--- config.mk ---
export PLATFORM = sky130hd
export DESIGN_NAME = lowercase_name_crc_hash
export DESIGN_NICKNAME = d
export VERILOG_FILES = /design/src/rtl/lch_pkg.sv /design/src/rtl/lch_cfg.sv /design/src/rtl/lch_crc_update.sv /design/src/rtl/lowercase_name_crc_hash.sv
export SDC_FILE = /design/constraint.sdc
export NUM_CORES = 1
export LEC_CHECK = 0
export BUFFER_PORTS_ARGS = -buffer_cell sky130_fd_sc_hd__buf_2
export CORE_MARGIN = 2
export CORE_UTILIZATION = 55
export DETAILED_ROUTE_END_ITERATION = 16
export GPL_TIMING_DRIVEN = 0
export PLACE_DENSITY = 0.81
export SLEW_MARGIN = 20
export SYNTH_ARGS = -nofsm -noshare
export SYNTH_HDL_FRONTEND = slang
export SYNTH_SLANG_ARGS = --single-unit
--- constraint.sdc ---
create_clock -name clk -period 3.1 [get_ports clk]
set_input_delay 0.465 -clock clk [delete_from_list [all_inputs] [get_ports clk]]
set_output_delay 0.465 -clock clk [all_outputs]
set_load 0.02 [all_outputs]
--- src/rtl/lch_pkg.sv ---
// Shared constants, types and helpers for the lower-case name hash block.
package lch_pkg;

	localparam int unsigned MODE_W  = 2;
	localparam int unsigned REM_W   = 32;
	localparam int unsigned BYTE_W  = 8;
	localparam int unsigned PADDR_W = 3;

	localparam logic [MODE_W-1:0] MODE_C24_FF = 2'd0;
	localparam logic [MODE_W-1:0] MODE_C32    = 2'd1;
	localparam logic [MODE_W-1:0] MODE_C24_7F = 2'd2;

	localparam logic [23:0] C24_POLY = 24'h864CFB;
	localparam logic [23:0] C24_INIT = 24'hB704CE;
	localparam logic [31:0] C32_POLY = 32'h04C11DB7;
	localparam logic [31:0] C32_INIT = 32'hFFFFFFFF;
	localparam logic [7:0]  TOP_FF   = 8'hFF;
	localparam logic [7:0]  TOP_7F   = 8'h7F;

	typedef struct packed {
		logic [MODE_W-1:0] hash_mode;
		logic              mode_wr;
	} cfg_ctl_t;

	function automatic logic [REM_W-1:0] mode_init(logic [MODE_W-1:0] mode);
		return (mode == MODE_C32) ? C32_INIT : {8'h00, C24_INIT};
	endfunction

endpackage

--- src/rtl/lch_cfg.sv ---
// APB register file holding the hash mode select.
module lch_cfg (
	input  logic                          clk,
	input  logic                          arst_n,
	input  logic                          psel,
	input  logic                          penable,
	input  logic                          pwrite,
	input  logic [lch_pkg::PADDR_W-1:0]   paddr,
	input  logic [31:0]                   pwdata,
	output logic [31:0]                   prdata,
	output logic                          pready,
	output lch_pkg::cfg_ctl_t             ctl
);
	import lch_pkg::*;

	logic [MODE_W-1:0] mode_q;
	logic              wr_en;

	// Register 0 sits at byte address 0; bit 2 selects the next word.
	assign wr_en = psel && penable && pwrite && !paddr[2];

	always_ff @(posedge clk or negedge arst_n) begin
		if (!arst_n) begin
			mode_q <= MODE_C24_FF;
		end else if (wr_en) begin
			mode_q <= pwdata[MODE_W-1:0];
		end
	end

	assign pready        = 1'b1;
	assign prdata        = paddr[2] ? 32'h0 : {{(32-MODE_W){1'b0}}, mode_q};
	assign ctl.hash_mode = mode_q;
	assign ctl.mode_wr   = wr_en;

endmodule

--- src/rtl/lch_crc_update.sv ---
// Case fold, one-byte CRC-24/CRC-32 update and finished hash formatting.
module lch_crc_update (
	input  logic [lch_pkg::MODE_W-1:0] hash_mode,
	input  logic [lch_pkg::REM_W-1:0]  rem_in,
	input  logic [lch_pkg::BYTE_W-1:0] name_byte,
	input  logic                       carries_byte,
	output logic [lch_pkg::REM_W-1:0]  rem_out,
	output logic [lch_pkg::REM_W-1:0]  hash_out
);
	import lch_pkg::*;

	function automatic logic [23:0] crc24_byte(logic [23:0] r, logic [7:0] b);
		logic [23:0] c;
		c = r ^ {b, 16'h0000};
		for (int i = 0; i < 8; i++) begin
			c = c[23] ? ({c[22:0], 1'b0} ^ C24_POLY) : {c[22:0], 1'b0};
		end
		return c;
	endfunction

	function automatic logic [31:0] crc32_byte(logic [31:0] r, logic [7:0] b);
		logic [31:0] c;
		c = r ^ {b, 24'h000000};
		for (int i = 0; i < 8; i++) begin
			c = c[31] ? ({c[30:0], 1'b0} ^ C32_POLY) : {c[30:0], 1'b0};
		end
		return c;
	endfunction

	logic [BYTE_W-1:0] folded;

	always_comb begin
		folded = name_byte;
		if (name_byte inside {[8'h41:8'h5A]}) begin
			folded = name_byte + 8'h20;
		end
	end

	always_comb begin
		rem_out = rem_in;
		if (carries_byte) begin
			if (hash_mode == MODE_C32) begin
				rem_out = crc32_byte(rem_in, folded);
			end else begin
				rem_out = {8'h00, crc24_byte(rem_in[23:0], folded)};
			end
		end
	end

	always_comb begin
		case (hash_mode)
			MODE_C32:    hash_out = rem_out;
			MODE_C24_7F: hash_out = {TOP_7F, rem_out[23:0]};
			default:     hash_out = {TOP_FF, rem_out[23:0]};
		endcase
	end

endmodule

--- src/rtl/lowercase_name_crc_hash.sv ---
// Top level of the lower-case name hash: input stage, remainder and result register.
//
//  channel | direction | fields                                | handshake
//  in      | sink      | name_byte, carries_byte, ends_name     | in_valid / in_stall
//  out     | source    | hash_value                            | out_valid / out_stall
//  apb     | slave     | hash_mode at address 0                | psel, penable, pready
//
// One item per cycle while in_stall is low; the CRC byte update plus hash formatting
// sits between the input stage and the result register.
// A name-ending item passes the input stage, then the result register, to reach out_valid.
// Reset sets mode 0 and the CRC-24 initial remainder; a mode write reloads the remainder.
// in_stall rises only when the staged item ends a name and the result register is
// still full and stalled.
module lowercase_name_crc_hash (
	input  logic                          clk,
	input  logic                          arst_n,
	input  logic                          in_valid,
	output logic                          in_stall,
	input  logic [lch_pkg::BYTE_W-1:0]    name_byte,
	input  logic                          carries_byte,
	input  logic                          ends_name,
	output logic                          out_valid,
	input  logic                          out_stall,
	output logic [lch_pkg::REM_W-1:0]     hash_value,
	input  logic                          psel,
	input  logic                          penable,
	input  logic                          pwrite,
	input  logic [lch_pkg::PADDR_W-1:0]   paddr,
	input  logic [31:0]                   pwdata,
	output logic [31:0]                   prdata,
	output logic                          pready
);
	import lch_pkg::*;

	cfg_ctl_t          ctl;
	logic              valid_s1;
	logic [BYTE_W-1:0] byte_s1;
	logic              carries_s1;
	logic              ends_s1;
	logic [REM_W-1:0]  rem_q;
	logic [REM_W-1:0]  rem_next;
	logic [REM_W-1:0]  hash_next;
	logic              out_valid_q;
	logic [REM_W-1:0]  hash_q;
	logic              adv_s1;
	logic              in_xfer;
	logic              out_xfer;

	lch_cfg u_cfg (
		.clk     (clk),
		.arst_n  (arst_n),
		.psel    (psel),
		.penable (penable),
		.pwrite  (pwrite),
		.paddr   (paddr),
		.pwdata  (pwdata),
		.prdata  (prdata),
		.pready  (pready),
		.ctl     (ctl)
	);

	lch_crc_update u_upd (
		.hash_mode    (ctl.hash_mode),
		.rem_in       (rem_q),
		.name_byte    (byte_s1),
		.carries_byte (carries_s1),
		.rem_out      (rem_next),
		.hash_out     (hash_next)
	);

	// Staged item moves on unless it needs the result register and that is blocked.
	assign adv_s1   = valid_s1 && (!ends_s1 || !out_valid_q || !out_stall);
	assign in_stall = valid_s1 && !adv_s1;
	assign in_xfer  = in_valid && !in_stall;
	assign out_xfer = out_valid_q && !out_stall;

	always_ff @(posedge clk or negedge arst_n) begin
		if (!arst_n) begin
			valid_s1 <= 1'b0;
		end else if (in_xfer) begin
			valid_s1 <= 1'b1;
		end else if (adv_s1) begin
			valid_s1 <= 1'b0;
		end
	end

	always_ff @(posedge clk) begin
		if (in_xfer) begin
			byte_s1    <= name_byte;
			carries_s1 <= carries_byte;
			ends_s1    <= ends_name;
		end
	end

	always_ff @(posedge clk or negedge arst_n) begin
		if (!arst_n) begin
			rem_q <= mode_init(MODE_C24_FF);
		end else if (ctl.mode_wr) begin
			rem_q <= mode_init(pwdata[MODE_W-1:0]);
		end else if (adv_s1) begin
			rem_q <= ends_s1 ? mode_init(ctl.hash_mode) : rem_next;
		end
	end

	always_ff @(posedge clk or negedge arst_n) begin
		if (!arst_n) begin
			out_valid_q <= 1'b0;
		end else if (adv_s1 && ends_s1) begin
			out_valid_q <= 1'b1;
		end else if (out_xfer) begin
			out_valid_q <= 1'b0;
		end
	end

	always_ff @(posedge clk) begin
		if (adv_s1 && ends_s1) begin
			hash_q <= hash_next;
		end
	end

	assign out_valid  = out_valid_q;
	assign hash_value = hash_q;

	a_mode_wr_reload: assert property (@(posedge clk) disable iff (!arst_n)
		ctl.mode_wr |=> rem_q == mode_init(ctl.hash_mode))
		else $error("remainder not reloaded after mode write");

	a_c24_upper_zero: assert property (@(posedge clk) disable iff (!arst_n)
		(ctl.hash_mode != MODE_C32) |-> rem_q[31:24] == 8'h00)
		else $error("CRC-24 remainder has upper bits set");

	a_end_gives_result: assert property (@(posedge clk) disable iff (!arst_n)
		(adv_s1 && ends_s1) |=> out_valid)
		else $error("name end did not load the result register");

	a_stall_cause: assert property (@(posedge clk) disable iff (!arst_n)
		in_stall |-> (valid_s1 && ends_s1 && out_valid_q && out_stall))
		else $error("input stalled without a blocked result");

endmodule

==> impl_metrics.tcl <==
set metrics [dict create \
    post-route-period-util_pct 96.4 \
    clock_tree_from_tritoncts "yes" \
    critical_path.n_buffers_inverters 0 \
    total_standard_cell_area_after_synthesis_sq_um 5180 \
    yosys_warnings 0 \
    first_pass_iters 5 \
    max_cap_viols 0 \
    seq_area_frac_synth_pct 42.0 \
    worst_slew_slack_as_a_fraction_of_its_limit_pct 41.9 \
    critPathRequiredTime_ps 3220 \
    vias_per_cell 5.63 \
    pwr_density_cell_nw_per_um2 1140 \
    place.detailed.instances 672 \
    first_pass_grt_wire_length_um 20800 \
    instances_no_fill 691 \
    setup_violations 0 \
    grt_antenna_before_repair 0 \
    final_max_slew_viol_count 0 \
    antenna_cells 0 \
    hold_violation_total_from_the_final_report 0 \
    via_count 3889 \
    highest_fanout_seen_on_the_critical_path 8 \
    placement.setup.worst_slack_ps 45.9 \
    clk_latency_ps 370 \
    numPortBuffers 55 \
    cts-buffers-inserted 9 \
    detail_route.wl_per_cell_um 19.4 \
    hold_path.class "in2async" \
    cpPeakStageDelay_ps 570 \
    power.leakage_nw 2.51 \
    grt_overflow_total 0 \
    least_margin_pin_slew_ps 872 \
    cts.reportedPaths.clkPinSlew_ps 90 \
    place_hpwl_um 10200 \
    nets 630 \
    final_area_sq_um 6010 \
    fp.coreArea_sq_um 9200 \
    timing.critical_path.to_type "register" \
    placedInstanceArea_sq_um 5750 \
    ys.flop_type "edfxtp_1" \
    skew_ps 8.83 \
    postLayoutCoreUtil_pct 65.3 \
    grt_setup_unrepaired "yes" \
    grt_max_degree 37 \
    root_buffer "clkbuf_8" \
    fp.dieArea_sq_um 10200 \
    clock_sink_count 78 \
    std_cell_rows 35 \
    area_delta_synth_final_pct 16.0 \
    fmax_mhz 335 \
    cp_data_arrival_time_ps 3100 \
    post-route-min-period_ps 2990 \
    drc_violations_left 0 \
    drtAntennaViolNets 0 \
    synth-edff-count 42 \
    h-tree-depth 3 \
    ys_ff_latch 78 \
    ys_types 59 \
    start_util_pct 56.3 \
    clockBufferDepth 2 \
    routed_wl_um 13400 \
    final_layout_setup_total_negative_slack_ps 0 \
    status "completed" \
    die_w_um 101 \
    crit_type "reg2reg" \
    crit_slowest_cell "edfxtp_1" \
    layout-drive-gt1-share_pct 26.2 \
    synth_cells 475 \
    worst_slack_ps 112 \
    worst_path_dominant_cell_family "XOR/XNOR gates" \
    global_route_usage_over_all_layers_pct 27.7 \
    floorplan.die.height_um 101 \
    timing.critical_path.from_type "register" \
    syn_avg_cell_area_sq_um 10.9 \
    first_global_vias 3758 \
    drt_iter0_markers 212 \
    synth_async_sr_flop_share_pct 46.2 \
    gpl.final_weighted_congestion 0.957 \
    critical_path.cell_chain "nor2_1 -> a21oi_4 -> a41oi_4 -> xnor2_4 -> xnor3_1 -> mux2i_1 -> xor2_1 -> mux2_2" \
    worst_ir_drop_vdd_uv 493 \
    filler_cell_count 730 \
    top_level_i_o_count 119 \
]
[per-stage QoR]
step	hold slack (ps)	power, mW
3_3_place_gp	507	5.89
3_5_place_dp	511	5.94
6_report	206	6.83
2_1_floorplan	169	5.03
4_1_cts	231	6.75
5_1_grt	260	7.26
[state kept, by name, indices dropped and copies added (netlist names)]
register	count
byte_s1	8
carries_s1	1
ends_s1	1
hash_value	32
out_valid	1
rem_q	32
u_cfg.mode_q	2
valid_s1	1
[final cells by class]
class                   count  area, sq um  share of cell area, %
well taps                 111          139                   2.31
flip-flops and latches     78         2180                   36.3
repair buffers             60          333                   5.54
clock inverters             7         73.8                   1.23
plain buffers              51          308                   5.12
inverters                  11         41.3                  0.688
clock buffers               9          124                   2.06
multi-input cells         364         2810                   46.8
[layout by cell type, fill, tap and decap left out, drive strengths merged, types with 2 or more instances in the layout]
master	instances
buf	93
xnor2	73
edfxtp	42
nor2	40
xor2	36
conb	31
nand2	28
a21oi	28
clkbuf	27
dfrtp	24
o21ai	18
mux2	12
dfstp	12
inv	12
mux2i	11
nand3	10
xnor3	9
o22ai	6
a31oi	6
o22a	5
nor2b	4
a22oi	4
a221o	4
o31ai	3
nand2b	3
ha	3
clkinvlp	3
nor3	3
a221oi	3
a211oi	2
o211a	2
nor3b	2
o211ai	2
clkinv	2
[final timing paths]
kind | startpoint | to | slack (ps) | cells after the start
min in group clk | carries_byte | carries_s1 | 270 | 1
setup / recovery | byte_s1[3] | hash_value[16] | 110 | 8
max in group asynchronous | arst_n | rem_q[5] | 2340 | 1
setup reg to reg | byte_s1[3] | hash_value[16] | 110 | 8
hold reg to reg | rem_q[2] | rem_q[2] | 530 | 2
hold / removal | arst_n | rem_q[15] | 210 | 1
[kinds of logic (layout without fill, tap and decap cells)]
| logic type | Yosys count | after routing | synth area share, % |
|---|---|---|---|
| multiplexers | 23 | 23 | 4.74 |
| flip-flops | 78 | 78 | 42.0 |
| AO/OA/AOI/OAI | 94 | 94 | 13.0 |
| adder cells (fa/ha/maj) | 3 | 3 | 0.725 |
| AND/OR/NAND/NOR | 94 | 94 | 8.19 |
| XOR/XNOR | 119 | 119 | 24.4 |
| other | 2 | 31 | 0.145 |
| buffers and inverters | 62 | 138 | 6.74 |
[routing by layer]
metal / global-route usage (%) / wire [um]
met5: 0 / 0
met4: 9.77 / 403
met3: 4.92 / 908
met2: 44.5 / 6390
met1: 38.0 / 5730
[cell usage after synthesis, types with 11 or more instances]
cell | number | area, sq um
dfrtp_1 | 24 | 601
mux2_2 | 12 | 135
xor2_1 | 34 | 298
nand2_1 | 28 | 105
o21ai_0 | 15 | 75.1
a21oi_1 | 27 | 135
mux2i_1 | 11 | 110
clkbuf_1 | 18 | 67.6
edfxtp_1 | 42 | 1260
buf_4 | 31 | 233
xnor2_1 | 67 | 587
dfstp_2 | 12 | 315
nor2_1 | 40 | 150
[report_power, final]
part	switching, mW	internal [mW]
Sequential	0.238	1.52
Clock	0.414	0.373
Combinational	2.36	1.92
Total	3.02	3.81
[timing repair]
| action | in CTS | in global routing |
|---|---|---|
| endpoints found under the setup margin | 0 | 8 |
| buffers inserted | 0 | 3 |
| gates resized for setup | 0 | 5 |
| hold buffers | 0 | 0 |
Power figures use the tool's default switching activity.
